[config.mk]
export PLATFORM = sky130hd
export DESIGN_NAME = worst_fit_block_allocator
export DESIGN_NICKNAME = d
export VERILOG_FILES = /design/src/design/wfba_pkg.sv /design/src/design/worst_fit_block_allocator.sv /design/src/design/wfba_table.sv /design/src/design/wfba_scan.sv
export SDC_FILE = /design/constraint.sdc
export NUM_CORES = 1
export LEC_CHECK = 0
export BUFFER_PORTS_ARGS = -buffer_cell sky130_fd_sc_hd__buf_4
export CAP_MARGIN = 10
export CORE_MARGIN = 3
export CORE_UTILIZATION = 51
export DETAILED_ROUTE_END_ITERATION = 16
export PLACE_DENSITY = 0.8
export SYNTH_ARGS = -nofsm -noshare
export SYNTH_HDL_FRONTEND = slang
export SYNTH_HIERARCHICAL = 1
export SYNTH_SLANG_ARGS = --single-unit
[constraint.sdc]
create_clock -name clk -period 6.2 [get_ports clk]
set_clock_uncertainty 0.15 [all_clocks]
set_input_delay 1.24 -clock clk [delete_from_list [all_inputs] [get_ports clk]]
set_output_delay 1.24 -clock clk [all_outputs]
set_load 0.005 [all_outputs]
[src/design/wfba_pkg.sv]
// ----------------------------------------------------------------------------
// wfba_pkg: shared types and constants for the worst-fit block allocator
// Table geometry, field widths, sequencer states and the table control bundle.
// ----------------------------------------------------------------------------
package wfba_pkg;

  // Table geometry
  localparam int MAX_BLOCKS = 16;
  localparam int SIZE_BITS  = 16;
  localparam int IDX_W      = $clog2(MAX_BLOCKS);
  localparam int CNT_W      = $clog2(MAX_BLOCKS + 1);

  // Fixed field widths
  localparam int BCNT_W     = 5;
  localparam int BIDX_W     = 4;
  localparam int FSIZE_W    = 16;

  // Item kinds
  localparam logic MODE_LOAD  = 1'b0;
  localparam logic MODE_ALLOC = 1'b1;

  // Register word indexes
  localparam logic REG_BLOCK_COUNT = 1'b0;

  // Sequencer states
  typedef enum logic [1:0] {
    ST_IDLE,
    ST_SCAN,
    ST_DRAIN,
    ST_DONE
  } state_t;

  // Control from sequencer to block table
  typedef struct packed {
    logic             wr_en;
    logic [IDX_W-1:0] wr_addr;
    logic [SIZE_BITS-1:0] wr_size;
    logic             take_en;
    logic [IDX_W-1:0] take_addr;
    logic [IDX_W-1:0] rd_addr;
  } tbl_ctrl_t;

endpackage

[src/design/worst_fit_block_allocator.sv]
// ----------------------------------------------------------------------------
// worst_fit_block_allocator: an allocate walks min(block_count,16) entries,
// one table entry per cycle through the single size-memory read port, then
// drains the compare stage (a zero count goes straight to the result).
// A load writes the table in idle; a new item is accepted again once the result is held.
// rst clears block_count, the taken flags and the sequencer; sizes need loading.
// ----------------------------------------------------------------------------
module worst_fit_block_allocator (
  input  logic        clk,
  input  logic        rst,
  // s_tdata: block_index[3:0], block_size[19:4], request_size[35:20], zero pad
  input  logic        s_tvalid,
  output logic        s_tready,
  input  logic [39:0] s_tdata,
  // s_tuser: mode[0]
  input  logic        s_tuser,
  // m_tdata: chosen_block[3:0], leftover[19:4], zero pad
  output logic        m_tvalid,
  input  logic        m_tready,
  output logic [23:0] m_tdata,
  // m_tuser: granted[0]
  output logic        m_tuser,
  input  logic        psel,
  input  logic        penable,
  input  logic        pwrite,
  input  logic [2:0]  paddr,
  input  logic [31:0] pwdata,
  output logic [31:0] prdata,
  output logic        pready
);

  logic [wfba_pkg::BCNT_W-1:0]    block_count;
  wfba_pkg::tbl_ctrl_t            tbl;
  logic [wfba_pkg::SIZE_BITS-1:0] rd_size;
  logic                           rd_taken;
  logic [wfba_pkg::BIDX_W-1:0]    out_block;
  logic [wfba_pkg::FSIZE_W-1:0]   out_left;

  // Configuration register
  assign pready = 1'b1;
  assign prdata = (paddr[2] == wfba_pkg::REG_BLOCK_COUNT) ?
                  32'(block_count) : '0;

  always_ff @(posedge clk) begin
    if (rst) begin
      block_count <= '0;
    end else if (psel && penable && pwrite && pready &&
                 paddr[2] == wfba_pkg::REG_BLOCK_COUNT) begin
      block_count <= pwdata[wfba_pkg::BCNT_W-1:0];
    end
  end

  wfba_scan u_scan (
    .clk         (clk),
    .rst         (rst),
    .block_count (block_count),
    .in_valid    (s_tvalid),
    .in_ready    (s_tready),
    .in_mode     (s_tuser),
    .in_index    (s_tdata[3:0]),
    .in_size     (s_tdata[19:4]),
    .in_req      (s_tdata[35:20]),
    .out_valid   (m_tvalid),
    .out_ready   (m_tready),
    .out_granted (m_tuser),
    .out_block   (out_block),
    .out_left    (out_left),
    .tbl         (tbl),
    .rd_size     (rd_size),
    .rd_taken    (rd_taken)
  );

  wfba_table u_table (
    .clk      (clk),
    .rst      (rst),
    .ctl      (tbl),
    .rd_size  (rd_size),
    .rd_taken (rd_taken)
  );

  // Pack the result
  assign m_tdata = {4'b0000, out_left, out_block};

endmodule

[src/design/wfba_table.sv]
// ----------------------------------------------------------------------------
// wfba_table: block size memory and taken flags
// Sizes sit in a one-write, one-read memory with registered read data; taken
// flags are flip-flops cleared by reset and read alongside the size.
// ----------------------------------------------------------------------------
module wfba_table (
  input  logic                          clk,
  input  logic                          rst,
  input  wfba_pkg::tbl_ctrl_t           ctl,
  output logic [wfba_pkg::SIZE_BITS-1:0] rd_size,
  output logic                          rd_taken
);

  logic [wfba_pkg::SIZE_BITS-1:0] mem [wfba_pkg::MAX_BLOCKS];
  logic [wfba_pkg::MAX_BLOCKS-1:0] taken;

  // Write a loaded size
  always_ff @(posedge clk) begin
    if (ctl.wr_en) begin
      mem[ctl.wr_addr] <= ctl.wr_size;
    end
  end

  // Registered read of size and flag
  always_ff @(posedge clk) begin
    rd_size  <= mem[ctl.rd_addr];
    rd_taken <= taken[ctl.rd_addr];
  end

  // Free on load, mark on grant
  always_ff @(posedge clk) begin
    if (rst) begin
      taken <= '0;
    end else begin
      if (ctl.wr_en) begin
        taken[ctl.wr_addr] <= 1'b0;
      end
      if (ctl.take_en) begin
        taken[ctl.take_addr] <= 1'b1;
      end
    end
  end

endmodule

[src/design/wfba_scan.sv]
// ----------------------------------------------------------------------------
// wfba_scan: allocation sequencer with one shared subtract-and-compare unit
// Walks the table one entry per cycle, keeps the best leftover so far and
// holds the result in an output register until it is taken.
// ----------------------------------------------------------------------------
module wfba_scan (
  input  logic                             clk,
  input  logic                             rst,
  input  logic [wfba_pkg::BCNT_W-1:0]      block_count,
  input  logic                             in_valid,
  output logic                             in_ready,
  input  logic                             in_mode,
  input  logic [wfba_pkg::BIDX_W-1:0]      in_index,
  input  logic [wfba_pkg::FSIZE_W-1:0]     in_size,
  input  logic [wfba_pkg::FSIZE_W-1:0]     in_req,
  output logic                             out_valid,
  input  logic                             out_ready,
  output logic                             out_granted,
  output logic [wfba_pkg::BIDX_W-1:0]      out_block,
  output logic [wfba_pkg::FSIZE_W-1:0]     out_left,
  output wfba_pkg::tbl_ctrl_t              tbl,
  input  logic [wfba_pkg::SIZE_BITS-1:0]   rd_size,
  input  logic                             rd_taken
);

  wfba_pkg::state_t state, state_next;

  logic [wfba_pkg::SIZE_BITS-1:0] req;
  logic [wfba_pkg::CNT_W-1:0]     limit;
  logic [wfba_pkg::CNT_W-1:0]     limit_next;
  logic [wfba_pkg::CNT_W-1:0]     cnt;
  logic                           cmp_valid;
  logic [wfba_pkg::IDX_W-1:0]     cmp_idx;
  logic                           found;
  logic [wfba_pkg::IDX_W-1:0]     best_idx;
  logic [wfba_pkg::SIZE_BITS-1:0] best_left;

  logic                           accept;
  logic                           start_alloc;
  logic                           last_issue;
  logic                           out_free;
  logic                           out_load;
  logic [wfba_pkg::SIZE_BITS:0]   diff;
  logic                           fits;
  logic                           better;

  // Clamp the scan length to the table depth
  always_comb begin
    if (block_count > wfba_pkg::BCNT_W'(wfba_pkg::MAX_BLOCKS)) begin
      limit_next = wfba_pkg::CNT_W'(wfba_pkg::MAX_BLOCKS);
    end else begin
      limit_next = wfba_pkg::CNT_W'(block_count);
    end
  end

  assign accept      = in_valid && in_ready;
  assign start_alloc = accept && (in_mode == wfba_pkg::MODE_ALLOC);
  assign last_issue  = (cnt == limit - wfba_pkg::CNT_W'(1));
  assign out_free    = !out_valid || out_ready;

  // Shared unit: leftover by subtraction, fit from the borrow, then compare
  assign diff   = {1'b0, rd_size} - {1'b0, req};
  assign fits   = !diff[wfba_pkg::SIZE_BITS];
  assign better = !found || (diff[wfba_pkg::SIZE_BITS-1:0] > best_left);

  // Next state
  always_comb begin
    state_next = state;
    case (state)
      wfba_pkg::ST_IDLE: begin
        if (start_alloc) begin
          if (limit_next == '0) begin
            state_next = wfba_pkg::ST_DONE;
          end else begin
            state_next = wfba_pkg::ST_SCAN;
          end
        end
      end
      wfba_pkg::ST_SCAN: begin
        if (last_issue) begin
          state_next = wfba_pkg::ST_DRAIN;
        end
      end
      wfba_pkg::ST_DRAIN: begin
        state_next = wfba_pkg::ST_DONE;
      end
      wfba_pkg::ST_DONE: begin
        if (out_free) begin
          state_next = wfba_pkg::ST_IDLE;
        end
      end
      default: begin
        state_next = wfba_pkg::ST_IDLE;
      end
    endcase
  end

  // Outputs of the sequencer
  always_comb begin
    in_ready      = 1'b0;
    out_load      = 1'b0;
    tbl.wr_en     = 1'b0;
    tbl.wr_addr   = in_index[wfba_pkg::IDX_W-1:0];
    tbl.wr_size   = wfba_pkg::SIZE_BITS'(in_size);
    tbl.take_en   = 1'b0;
    tbl.take_addr = best_idx;
    tbl.rd_addr   = cnt[wfba_pkg::IDX_W-1:0];
    case (state)
      wfba_pkg::ST_IDLE: begin
        in_ready  = 1'b1;
        tbl.wr_en = in_valid && (in_mode == wfba_pkg::MODE_LOAD);
      end
      wfba_pkg::ST_DONE: begin
        out_load    = out_free;
        tbl.take_en = out_free && found;
      end
      default: begin
        in_ready = 1'b0;
      end
    endcase
  end

  // State register and control
  always_ff @(posedge clk) begin
    if (rst) begin
      state     <= wfba_pkg::ST_IDLE;
      cmp_valid <= 1'b0;
      found     <= 1'b0;
      out_valid <= 1'b0;
    end else begin
      state     <= state_next;
      cmp_valid <= (state == wfba_pkg::ST_SCAN);
      if (start_alloc) begin
        found <= 1'b0;
      end else if (cmp_valid && !rd_taken && fits && better) begin
        found <= 1'b1;
      end
      if (out_load) begin
        out_valid <= 1'b1;
      end else if (out_ready) begin
        out_valid <= 1'b0;
      end
    end
  end

  // Scan datapath
  always_ff @(posedge clk) begin
    cmp_idx <= cnt[wfba_pkg::IDX_W-1:0];
    if (start_alloc) begin
      req   <= wfba_pkg::SIZE_BITS'(in_req);
      limit <= limit_next;
      cnt   <= '0;
    end else if (state == wfba_pkg::ST_SCAN) begin
      cnt <= cnt + wfba_pkg::CNT_W'(1);
    end
    if (cmp_valid && !rd_taken && fits && better) begin
      best_idx  <= cmp_idx;
      best_left <= diff[wfba_pkg::SIZE_BITS-1:0];
    end
  end

  // Result register
  always_ff @(posedge clk) begin
    if (out_load) begin
      out_granted <= found;
      out_block   <= found ? wfba_pkg::BIDX_W'(best_idx) : '0;
      out_left    <= found ? wfba_pkg::FSIZE_W'(best_left) : '0;
    end
  end

`ifndef NO_ASSERTIONS
  a_nogrant_zero: assert property (@(posedge clk) disable iff (rst)
    out_valid && !out_granted |-> out_block == '0 && out_left == '0)
    else $error("refused result carries a nonzero index or leftover");

  a_cmp_window: assert property (@(posedge clk) disable iff (rst)
    cmp_valid |-> state == wfba_pkg::ST_SCAN || state == wfba_pkg::ST_DRAIN)
    else $error("compare active outside the scan");

  a_drain_done: assert property (@(posedge clk) disable iff (rst)
    state == wfba_pkg::ST_DRAIN |=> state == wfba_pkg::ST_DONE)
    else $error("drain did not lead to result");

  a_best_in_range: assert property (@(posedge clk) disable iff (rst)
    state == wfba_pkg::ST_DONE && found |-> wfba_pkg::CNT_W'(best_idx) < limit)
    else $error("chosen block beyond scanned range");
`endif

endmodule

* Word-level counts from Yosys, hierarchy flattened *
Memories as Yosys holds them, arrays and structs flattened. A register that Yosys moved wholly into a read port is not among the register bits.
Cells that the tools add are included.

storage, ports and cells
  output and inout bits = 60
  memories = 1
  register bits = 98
  bits in writable memories = 256

cells by class
  equal/unequal tests = 7
  bitwise logic cells = 5
  reductions and logical operators = 23
  add/subtract/negate cells = 3
  magnitude comparators = 7
  mux-type cells = 24

memory list
  name         words  width  rd ports  clocked after memory_dff  wr ports  RTL line          RTL
  u_table.mem  16     16     1         1                         1         wfba_table.sv:14  logic [wfba_pkg::SIZE_BITS-1:0] mem [wfba_pkg::MAX_BLOCKS];

operators by type and width
  cell                                                                number
  two-way mux 16 bit                                                  3
  subtractor 16 x 16 -> 17 bit                                        1
  bitwise AND 16 bit                                                  1
  greater-than comparator 16 bit                                      1
  NOT 16 bit                                                          1
  OR 16 bit                                                           1
  < comparator 4 x 5 -> 1 bit (second input constant)                 3
  logical AND 1 bit                                                   12
  two-way mux 1 bit                                                   11
  two-way mux 5 bit                                                   2
  demux 1 bit (select 4 bit)                                          2
  greater-or-equal comparator 4 x 1 -> 1 bit (second input constant)  2
  two-way mux 2 bit                                                   4
  case mux 2 bit (4 select lines)                                     1
  != test 2 x 1 -> 1 bit (second input constant)                      3
  adder 5 x 1 -> 5 bit (second input constant)                        1
  == test 5 bit                                                       1
  greater-than comparator 5 bit (second input constant)               1
  logical NOT 5 bit                                                   1
  subtractor 5 x 1 -> 5 bit (second input constant)                   1
  binary-select mux 1 bit (select 4 bit)                              1
  == test 2 bit (second input constant)                               2
  logical NOT 1 bit                                                   4
  AND reduction 3 bit                                                 1
  other kinds (6)                                                     8

* Depth between registers and ports, before layout *
Gate-level depths: netlist of the first run.

  depth in word-level cells = 10
  mapped depth = 17

* Modules after synthesis *
The synthesis of the first run kept the hierarchy.

by module, submodules not included
  module                     area an instance (um2)  cells an instance  times used
  wfba_table                 10840.4                 525                1
  wfba_scan                  4028.9                  345                1
  worst_fit_block_allocator  525.5                   61                 1

* Least setup slack after synthesis of the first run *
No wires, ideal clock.

  kind = register to register
  start = reg u_scan/req[0] (netlist bit)
  end = reg u_scan/best_idx[0] (netlist bit) (enable)
  library setup time = 396 ps
  stages on the path, launching flop included = 17
  slack = 2028 ps
  buffers on the path = 0
  arrival time = 3626 ps
  required time = 5654 ps
  path through = edfxtp_1 > ha_1 > inv_1 > fa_1 > a211oi_1 > o21a_1 > a221o_1 > o21ai_2 > a31oi_1 > xnor2_1 > ha_1 > nand4_1 > nor2_1 > o21ai_0 > a31oi_1 > a2111oi_0 > a211oi_2

on the way
  longest elaborated chain between the ends = 4
  elaborated cells on any way between the ends = 6
  classes of those cells = 1 x add/sub; 1 x order compare; 4 x reduce/logical

RTL lines
  element                          RTL line          RTL
  start: declaration               wfba_scan.sv:28   logic [wfba_pkg::SIZE_BITS-1:0] req;
  start signal: assignment         wfba_scan.sv:150  req <= wfba_pkg::SIZE_BITS'(in_req);
  subtractor 16 x 16 -> 17 bit     wfba_scan.sv:62   assign diff = {1'b0, rd_size} - {1'b0, req};
  named net u_scan.diff (one bit)  wfba_scan.sv:43   logic [wfba_pkg::SIZE_BITS:0] diff;
  greater-than comparator 16 bit   wfba_scan.sv:64   assign better = !found || (diff[wfba_pkg::SIZE_BITS-1:0] > best_left);
  logical OR 1 bit                 wfba_scan.sv:64
  logical AND 1 bit                wfba_scan.sv:156  if (cmp_valid && !rd_taken && fits && better) begin
  end signal: assignment           wfba_scan.sv:157  best_idx <= cmp_idx;
  end: declaration                 wfba_scan.sv:35   logic [wfba_pkg::IDX_W-1:0] best_idx;

The timed path passes the listed nets, and every way through them passes these cells.
A chain may end at the register's enable or synchronous reset.

* Worst setup path after layout of the first run *
  start = reg u_table/rd_size[0] (netlist bit) (read register of u_table.mem)
  end = reg u_scan/best_left[1] (netlist bit) (enable)

on the way
  longest elaborated chain between the ends = 4
  elaborated cells on any way between the ends = 6
  classes of those cells = 1 x add/sub; 1 x order compare; 4 x reduce/logical

RTL lines
  element                          RTL line          RTL
  start: declaration               wfba_table.sv:10  output logic [wfba_pkg::SIZE_BITS-1:0] rd_size,
  subtractor 16 x 16 -> 17 bit     wfba_scan.sv:62
  named net u_scan.diff (one bit)  wfba_scan.sv:43
  greater-than comparator 16 bit   wfba_scan.sv:64
  logical OR 1 bit                 wfba_scan.sv:64
  logical AND 1 bit                wfba_scan.sv:156
  end signal: assignment           wfba_scan.sv:158  best_left <= diff[wfba_pkg::SIZE_BITS-1:0];
  end: declaration                 wfba_scan.sv:36   logic [wfba_pkg::SIZE_BITS-1:0] best_left;

The timed path passes the listed nets, and every way through them passes these cells.

==> results.py, run 1 <==
metrics = {
    "run_status": {
        "status": "finished clean",
    },
    "cts": {
        "clockRootBuffer": "clkbuf_16",
        "cts_resized": 0,
        "htree_levels": 2,
        "path_clk_slew_ns": 0.06,
        "postCtsSetupBuffers": 0,
        "clock_latency_ns": 0.54,
        "cts.sinks": 370,
        "cts_max_path_buffers": 3,
        "hold_buffers": 0,
        "numCtsBuffers": 38,
        "cts_tree": "built",
    },
    "yosys": {
        "synth_area_per_cell_um2": 16.5,
        "synth_seq_area_share_pct": 68.8,
        "yosysTopAreaCell": "edfxtp_1",
        "yosys_warnings": 6,
        "syn_area_um2": 15400,
        "ys_top_cells_by_area": "edfxtp_1, mux4_2, dfxtp_1, ha_1, buf_4",
        "synthArstFlopShare_pct": 0,
        "yosysMostFrequentCell": "edfxtp_1",
        "synth_edf_count": 318,
        "synth_top_flop_cell": "edfxtp_1",
        "synthCells": 931,
        "ys_types": 58,
        "synth_top_area_share_pct": 62.0,
        "netlist_top_cells_count": "edfxtp_1, mux4_2, buf_4",
        "ys_seq_elements": 370,
    },
    "routing": {
        "drt_first_iter_violations": 598,
        "detailedRoute.firstPassIterationCount": 6,
        "via_per_inst": 5.76,
        "wl_per_cell_um": 21.4,
        "routed-via-count": 8163,
        "antenna_left": 0,
        "wl_mm": 30.3,
        "drc_errors": 0,
    },
    "final_layout": {
        "n_antenna_cell": 0,
        "drive_gt1_share_pct": 23.6,
        "design_area_um2": 17500,
        "fin_cells": 1416,
        "nets": 1128,
        "finish.utilization_pct": 59.8,
        "synthToLayoutAreaGrowth_pct": 13.6,
    },
    "global_routing": {
        "use_met2_pct": 32.2,
        "grt.busiest_layer": "met2",
        "gr-usage-all-layers_pct": 18.8,
        "groute.layer.met1.usage_pct": 24.2,
        "grt_pass1_vias": 8325,
        "grt_use_met3_pct": 3.90,
        "grt_max_degree": 43,
        "grt-ovfl-total": 0,
        "grt_pass1_wl_mm": 47.4,
        "antenna_found_initial": 3,
    },
    "hold_path": {
        "min_from": "u_scan/cmp_idx[2]$_DFF_P_",
        "holdPathEnd": "u_scan/best_idx[2]$_DFFE_PP_",
        "hold_class": "register to register",
        "whs_path_depth": 0,
    },
    "critical_path": {
        "arrival_ns": 4.80,
        "ff2ff_setup_slack_ns": 1.47,
        "critical_path_class": "register to register",
        "start_kind": "register",
        "worstRegToRegCells": 18,
        "rr_startpoint": "u_table/rd_size[0]$_DFF_P_",
        "crit_path_max_fanout": 11,
        "setup.worst_path.end_class": "register",
        "required_ns": 6.28,
        "worst_r2r_endpoint": "u_scan/best_left[1]$_DFFE_PP_",
    },
    "die": {
        "die_h_um": 180,
        "dieArea_um2": 32300,
        "num_rows": 62,
        "pin_count": 143,
        "core_um2": 29200,
        "initial_core_util_pct": 52.6,
        "die-width_um": 180,
    },
    "power_and_ir_drop": {
        "cellLeakagePower_nw": 6.14,
        "finalPower_mw": 7.16,
        "ir_drop_mv": 0.280,
        "p_per_area_nw_per_um2": 410,
    },
    "sta": {
        "slew_headroom_pct": 19.2,
        "worst_slew_pin_slew_ns": 1.20,
        "maxSlewViolCount": 0,
        "fmax_mhz": 212,
        "rsz0062_at_grt": "false",
        "setup_violations": 0,
        "tns_ns": 0,
        "holdWs_ns": 0.253,
        "fin_crit_sh_pct": 76.2,
        "fin_ws_ns": 1.47,
        "fin_crit_ns": 4.73,
        "hold_viol": 0,
    },
    "placement": {
        "dp.cells": 1349,
        "port_buffers": 77,
        "gp_congestion": 0.829,
        "placedInstanceArea_um2": 16200,
        "dpl_worst_slack_ns": 1.64,
        "hpwl_mm": 18.4,
    },
    "job": {
        "max-cap-violations": 0,
    },
}
how the worst max path moves through the flow:
stage,start,to,slack (ns),cells after the start
2_1_floorplan,u_scan/req[0]$_DFFE_PP_,u_scan/best_idx[0]$_DFFE_PP_,2.03,16
3_3_place_gp,u_table/rd_size[0]$_DFF_P_,u_scan/best_idx[2]$_DFFE_PP_,1.59,18
4_1_cts,u_table/rd_size[0]$_DFF_P_,u_scan/best_left[1]$_DFFE_PP_,1.50,18
6_report,u_table/rd_size[0]$_DFF_P_,u_scan/best_left[1]$_DFFE_PP_,1.47,18
3_5_place_dp,u_scan/req[0]$_DFFE_PP_,u_scan/best_idx[2]$_DFFE_PP_,1.64,17
5_1_grt,u_table/rd_size[0]$_DFF_P_,u_scan/best_left[1]$_DFFE_PP_,1.18,18
power by group:
group / leakage, nW / internal, mW / switching (mW) / total [mW]
clock network: 0.631 / 1.44 / 0.927 / 2.37
logic: 2.20 / 0.825 / 0.889 / 1.71
registers: 3.30 / 2.92 / 0.166 / 3.08
routing by layer:
layer | wire length [um] | up-vias
met2 | 15300 | 363
met3 | 2290 | 64
li1 | - | 3643
met4 | 756 | 6
met5 | 41 | -
met1 | 11900 | 4087
layout make-up:
| type | count | area [um^2] |
|---|---|---|
| inverter | 39 | 146 |
| tap | 384 | 480 |
| clock buffer | 49 | 1030 |
| multi-input combinational | 459 | 4220 |
| fill | 2110 | 11800 |
| sequential | 370 | 10600 |
| clock inverter | 17 | 273 |
| timing repair buffer | 98 | 736 |
flip-flops by register name, summed over array words and instances, names as in the netlist, 2 cells and up:
signal,flops
u_table/taken,16
u_scan/cnt,5
u_scan/state,2
u_scan/best_left,16
u_table/rd_size,16
u_scan/best_idx,4
u_scan/req,16
u_scan/limit,5
u_scan/cmp_idx,4
u_scan/out_block,4
u_scan/out_left,16
u_table/mem,256
block_count,5
cell usage in the layout, fill, tap and decap left out, drive strengths merged, types with 2 or more instances in the layout:
cell type,n
nor2b,15
o21ai,13
nand3b,5
o31ai,8
xnor2,15
a21oi,29
edfxtp,318
a211oi,6
clkbuf,49
and3b,2
nor4,2
mux2i,6
nand2,41
dfxtp,52
nand4,6
o41ai,3
nor3,11
ha,38
bufinv,6
and2,8
a31oi,5
xor2,11
a311oi,2
a22oi,35
nand3,3
conb,32
buf,98
clkinv,9
nor3b,3
a21o,10
nand2b,15
and4b,2
inv,40
and2b,5
nor2,38
mux4,68
o21a,5
and3,7
logic make-up (layout without fill, tap and decap cells):
| kind of cell | count (synthesis) | after routing | synth area share [%] |
|---|---|---|---|
| AO/OA/AOI/OAI | 123 | 123 | 5.53 |
| XOR/XNOR | 26 | 26 | 1.48 |
| adder cells (fa/ha/maj) | 39 | 39 | 3.22 |
| buffers and inverters | 132 | 203 | 4.93 |
| flip-flops | 370 | 370 | 68.8 |
| multiplexers | 74 | 74 | 10.4 |
| other | 2 | 32 | 0.0488 |
| AND/OR/NAND/NOR | 165 | 165 | 5.58 |
critical path: stages (launching register included):
cell	delay [ns]
dfxtp_1	0.30
inv_1	0.05
ha_1	0.17
inv_1	0.06
fa_1	0.42
a211oi_1	0.25
o21a_1	0.26
a221o_1	0.23
o21ai_2	0.10
a31oi_1	0.22
xnor2_1	0.11
ha_1	0.31
nand4_1	0.12
nor2_1	0.21
o21ai_0	0.14
a31oi_1	0.19
a2111oi_0	0.11
a211oi_2	0.71
buf_4	0.31
Power figures use the tool's default switching activity.
==> inputs of run 2 (changes only) <==
==> constraint.sdc (replaced) <==
create_clock -name clk -period 4.9 [get_ports clk]
set_clock_uncertainty 0.15 [all_clocks]
set_input_delay 0.98 -clock clk [delete_from_list [all_inputs] [get_ports clk]]
set_output_delay 0.98 -clock clk [all_outputs]
set_load 0.005 [all_outputs]
==> results.py, run 2 (synthesized netlist as in run 1, its figures left out) <==
metrics = {
    "run_status": {
        "status": "finished clean",
    },
    "sta": {
        "hold_viol": 0,
        "worst_slew_pin_slew_ns": 1.08,
        "fin_crit_ns": 4.03,
        "rsz0062_at_grt": "false",
        "setup_violations": 0,
        "tns_ns": 0,
        "fin_crit_sh_pct": 82.2,
        "fmax_mhz": 248,
        "maxSlewViolCount": 0,
        "slew_headroom_pct": 27.7,
    },
    "routing": {
        "wl_per_cell_um": 21.8,
        "antenna_left": 0,
        "detailedRoute.firstPassIterationCount": 5,
        "routed-via-count": 8180,
        "drt_first_iter_violations": 691,
        "via_per_inst": 5.75,
        "wl_mm": 31.0,
        "drc_errors": 0,
    },
    "cts": {
        "numCtsBuffers": 38,
        "cts.sinks": 370,
        "postCtsSetupBuffers": 0,
        "hold_buffers": 0,
        "cts_max_path_buffers": 3,
        "clockRootBuffer": "clkbuf_16",
        "cts_resized": 0,
        "clock_latency_ns": 0.54,
        "path_clk_slew_ns": 0.06,
        "cts_tree": "built",
        "htree_levels": 2,
    },
    "final_layout": {
        "final_cell_mix": "edfxtp_1, buf_4, mux4_2, dfxtp_1, nand2_1",
        "fin_cells": 1422,
        "n_antenna_cell": 0,
        "nets": 1131,
        "layout_commonest_cell": "edfxtp_1",
        "largest-register": "u_table/mem",
        "synthToLayoutAreaGrowth_pct": 13.2,
        "largest_reg_flops": 256,
        "drive_gt1_share_pct": 23.8,
        "fill_cells": 2127,
    },
    "power_and_ir_drop": {
        "p_per_area_nw_per_um2": 509,
        "cellLeakagePower_nw": 6.11,
        "ir_drop_mv": 0.302,
    },
    "global_routing": {
        "antenna_found_initial": 1,
        "grt-ovfl-total": 0,
        "grt_max_degree": 42,
        "grt_pass1_wl_mm": 48.5,
        "gr-usage-all-layers_pct": 19.2,
        "grt_pass1_vias": 8500,
    },
    "die": {
        "die_h_um": 180,
        "dieArea_um2": 32300,
        "core_um2": 29200,
        "pin_count": 143,
        "num_rows": 62,
        "die-width_um": 180,
        "initial_core_util_pct": 52.6,
    },
    "critical_path": {
        "required_ns": 4.97,
        "arrival_ns": 4.10,
        "slowest_stage": "a221o_1",
        "max_stage_delay_ns": 0.39,
        "crit_path_max_fanout": 10,
        "worstPathCellList": "ha_1 > inv_1 > fa_1 > a211oi_1 > o21a_1 > a221o_1 > o21ai_2 > a31oi_1 > xnor2_1 > ha_1 > nand4_1 > nor2_1 > o21ai_0 > a31oi_1 > a2111oi_0 > a211oi_2 > buf_4",
        "start_kind": "register",
        "critical_path_class": "register to register",
        "setup.worst_path.end_class": "register",
    },
    "placement": {
        "gp_congestion": 0.794,
        "dp.cells": 1353,
        "hpwl_mm": 18.7,
        "port_buffers": 77,
    },
    "hold_path": {
        "hold_class": "register to register",
    },
    "job": {
        "max-cap-violations": 0,
    },
}
run 2: worst max-delay path: cells and delay by family, from the launching register on:
kind                     cells  cell delay (ns)
buffers and inverters        2             0.30
flip-flops                   1             0.38
AND/OR/NAND/NOR              2             0.31
AO/OA/AOI/OAI                9             1.68
adder cells (fa/ha/maj)      3             0.74
XOR/XNOR                     1             0.16
run 2: path summary, 6_finish.rpt:
path	from	end	slack (ns)	cells past startpoint
setup / recovery	u_scan/req[0]$_DFFE_PP_	u_scan/best_left[7]$_DFFE_PP_	0.87	17
hold / removal	u_scan/cmp_idx[3]$_DFF_P_	u_scan/best_idx[3]$_DFFE_PP_	0.25	0
setup reg to reg	u_scan/req[0]$_DFFE_PP_	u_scan/best_left[7]$_DFFE_PP_	0.87	17
hold reg to reg	u_scan/cmp_idx[3]$_DFF_P_	u_scan/best_idx[3]$_DFFE_PP_	0.25	0
run 2: final cells by class:
| type | instances | area, um^2 | share of cell area, % |
|---|---|---|---|
| clock buffers | 47 | 985 | 5.65 |
| well taps | 384 | 480 | 2.76 |
| inverters | 39 | 146 | 0.840 |
| multi-input cells | 459 | 4220 | 24.2 |
| repair buffers | 101 | 771 | 4.42 |
| clock inverters | 22 | 226 | 1.30 |
| flip-flops and latches | 370 | 10600 | 60.8 |
run 2: layer usage:
layer / track usage (%) / wire length, um / vias to the layer above
met3: 4.14 / 2330 / 68
met5: 0 / 20 / -
met4: 6.25 / 779 / 2
met1: 25.3 / 12500 / 4107
met2: 32.2 / 15300 / 350
li1: - / - / 3653
run 2: metrics by stage:
stage	hold slack [ns]	power (mW)	util (%)	area, um^2	worst slack [ns]
2_1_floorplan	0.236	5.61	-	15500	0.728
4_1_cts	0.251	8.93	59.6	17400	0.874
3_5_place_dp	0.239	6.14	55.4	16200	0.888
5_1_grt	0.270	9.33	59.6	17400	0.601
6_report	0.253	8.87	59.6	17400	0.874
3_3_place_gp	0.237	6.05	55.4	16200	0.967
run 2: where the power goes:
part           switching [mW]  internal (mW)  leakage [nW]
Clock                    1.17           1.60         0.589
Sequential              0.182           3.69          3.30
Combinational            1.17           1.05          2.22
==> inputs of run 3 (changes only) <==
--- a/config.mk
+++ b/config.mk
@@ -5,12 +5,13 @@
 export SDC_FILE = /design/constraint.sdc
 export NUM_CORES = 1
 export LEC_CHECK = 0
+export ABC_AREA = 1
 export BUFFER_PORTS_ARGS = -buffer_cell sky130_fd_sc_hd__buf_4
 export CAP_MARGIN = 10
 export CORE_MARGIN = 3
 export CORE_UTILIZATION = 51
 export DETAILED_ROUTE_END_ITERATION = 16
-export PLACE_DENSITY = 0.8
+export PLACE_DENSITY = 0.82
 export SYNTH_ARGS = -nofsm -noshare
 export SYNTH_HDL_FRONTEND = slang
 export SYNTH_HIERARCHICAL = 1
==> constraint.sdc (replaced) <==
create_clock -name clk -period 3.4 [get_ports clk]
set_clock_uncertainty 0.15 [all_clocks]
set_input_delay 0.68 -clock clk [delete_from_list [all_inputs] [get_ports clk]]
set_output_delay 0.68 -clock clk [all_outputs]
set_load 0.005 [all_outputs]
==> results.py, run 3 <==
metrics = {
    "routing": {
        "drc_errors": 0,
        "antenna_left": 0,
        "drt_first_iter_violations": 1195,
        "wl_mm": 38.3,
        "via_per_inst": 5.23,
        "wl_per_cell_um": 16.7,
        "routed-via-count": 12000,
        "detailedRoute.firstPassIterationCount": 6,
    },
    "yosys": {
        "synth_top_flop_cell": "edfxtp_1",
        "synth_area_per_cell_um2": 9.72,
        "synth_top_area_share_pct": 56.0,
        "ys_types": 42,
        "synthCells": 1755,
        "synthArstFlopShare_pct": 0,
        "yosys_warnings": 6,
        "netlist_top_cells_count": "nand2_1, edfxtp_1, inv_1",
        "syn_area_um2": 17100,
        "ys_top_cells_by_area": "edfxtp_1, nand2_1, inv_1, nand3_1, dfxtp_1",
        "synth_edf_count": 318,
        "ys_seq_elements": 370,
        "yosysTopAreaCell": "edfxtp_1",
        "yosysMostFrequentCell": "nand2_1",
        "synth_seq_area_share_pct": 62.1,
    },
    "sta": {
        "setup_violations": 0,
        "fin_ws_ns": 0.00287,
        "holdWs_ns": 0.179,
        "hold_viol": 0,
        "maxSlewViolCount": 0,
        "fmax_mhz": 294,
        "rsz0062_at_grt": "true",
        "worst_slew_pin_slew_ns": 0.946,
        "fin_crit_sh_pct": 99.9,
        "fin_crit_ns": 3.40,
        "slew_headroom_pct": 37.0,
        "tns_ns": 0,
    },
    "final_layout": {
        "final_cell_mix": "nand2_1, edfxtp_1, inv_1, nand3_1, buf_4",
        "finish.utilization_pct": 58.5,
        "layout_commonest_cell": "nand2_1",
        "fill_cells": 2521,
        "fin_cells": 2293,
        "drive_gt1_share_pct": 11.8,
        "design_area_um2": 19200,
        "largest-register": "u_table/mem",
        "n_antenna_cell": 0,
        "largest_reg_flops": 256,
        "nets": 1947,
        "synthToLayoutAreaGrowth_pct": 12.4,
    },
    "cts": {
        "cts_tree": "built",
        "htree_levels": 2,
        "numCtsBuffers": 38,
        "cts.sinks": 370,
        "hold_buffers": 0,
        "clockRootBuffer": "clkbuf_16",
        "cts_max_path_buffers": 3,
        "path_clk_slew_ns": 0.06,
        "clock_latency_ns": 0.54,
    },
    "die": {
        "initial_core_util_pct": 52.0,
        "pin_count": 143,
        "num_rows": 66,
        "dieArea_um2": 35700,
        "die-width_um": 189,
        "die_h_um": 189,
        "core_um2": 32800,
    },
    "critical_path": {
        "required_ns": 3.49,
        "max_stage_delay_ns": 0.35,
        "arrival_ns": 3.48,
        "crit_path_max_fanout": 10,
        "setup.worst_path.end_class": "register",
        "critPathBufInv": 4,
        "worstPathCellList": "inv_2 > ha_4 > inv_2 > fa_2 > nand3_2 > nand3_2 > nand3_2 > nand3_4 > nand2_2 > nand2_2 > xor2_2 > ha_1 > nand2_2 > nor4_4 > buf_4 > nand2_1 > nand2_1 > nand2_2 > a21oi_4 > buf_6",
        "start_kind": "register",
        "crit_family": "simple AND/OR/NAND/NOR gates",
        "cpMostUsedCell": "nand2_2",
        "slowest_stage": "fa_2",
        "critical_path_class": "register to register",
    },
    "power_and_ir_drop": {
        "cellLeakagePower_nw": 8.49,
        "ir_drop_mv": 0.424,
        "p_per_area_nw_per_um2": 744,
        "finalPower_mw": 14.3,
    },
    "placement": {
        "hpwl_mm": 22.5,
        "dpl_worst_slack_ns": -0.213,
        "gp_congestion": 0.904,
        "port_buffers": 77,
        "placedInstanceArea_um2": 17900,
        "dp.cells": 2226,
    },
    "hold_path": {
        "hold_class": "input port to register",
    },
    "run_status": {
        "status": "finished clean",
    },
    "global_routing": {
        "antenna_found_initial": 1,
        "grt_max_degree": 143,
        "grt_pass1_vias": 11700,
        "grt-ovfl-total": 0,
        "gr-usage-all-layers_pct": 20.8,
        "grt_pass1_wl_mm": 58.8,
    },
    "job": {
        "max-cap-violations": 0,
    },
}
run 3: cell count changes in the layout (fill, tap and decap cells not counted), moves of 33 or more:
cell,change
a22oi_1,-33
inv_1,+273
mux4_2,-65
nand2_1,+424
nand3_1,+229
nor2_1,+35
run 3: repair_timing:
item | CTS | global route
setup endpoints to repair | 20 | 20
buffers inserted | 2 | 0
cloned | 1 | 0
hold endpoints to repair | 0 | 0
pin swaps | 5 | 7
resized for setup | 13 | 8
run 3: cell type report:
| cell class | count | area [um^2] | area share [%] |
|---|---|---|---|
| clock buffer | 51 | 1040 | 5.43 |
| multi-input combinational | 971 | 4700 | 24.5 |
| inverter | 328 | 1240 | 6.46 |
| tap | 442 | 553 | 2.89 |
| timing repair buffer | 116 | 895 | 4.67 |
| sequential | 370 | 10600 | 55.3 |
| clock inverter | 15 | 138 | 0.718 |
run 3: per-layer routing:
metal / part of all wire (%) / global-route usage, %
met2: 49 / 35.7
met4: 3.6 / 8.74
met5: 0 / 0
met1: 39 / 26.1
met3: 8.8 / 3.52
run 3: worst register-to-register path: stages (launching register included):
cell	delay [ns]
dfxtp_2	0.32
inv_2	0.07
ha_4	0.14
inv_2	0.04
fa_2	0.35
nand3_2	0.09
nand3_2	0.10
nand3_2	0.11
nand3_4	0.10
nand2_2	0.10
nand2_2	0.06
xor2_2	0.16
ha_1	0.30
nand2_2	0.08
nor4_4	0.30
buf_4	0.16
nand2_1	0.04
nand2_1	0.06
nand2_2	0.07
a21oi_4	0.14
buf_6	0.17
run 3: worst paths after layout:
kind	startpoint	to	slack, ns	depth (start not counted)
worst max-delay path	u_table/rd_size[0]$_DFF_P_	u_scan/best_left[10]$_DFFE_PP_	0.003	20
worst min-delay path	s_tdata[35]	u_scan/req[15]$_DFFE_PP_	0.18	1
worst max register to register	u_table/rd_size[0]$_DFF_P_	u_scan/best_left[10]$_DFFE_PP_	0.003	20
worst min register to register	u_scan/cmp_idx[3]$_DFF_P_	u_scan/best_idx[3]$_DFFE_PP_	0.24	0
run 3: logic make-up after synthesis:
kind of cell	count (synthesis)	synth area share [%]
AOI/OAI and AO/OA	81	2.62
other	2	0.0440
adders and majority gates	39	2.91
xor gates and xnor gates	12	0.660
DFF	370	62.1
buffers and inverters	444	11.4
and+or+nand+nor	807	20.3
run 3: where the power goes:
group / switching, mW / internal, mW
sequential: 0.115 / 5.33
clock: 1.68 / 2.23
combinational: 3.32 / 1.58
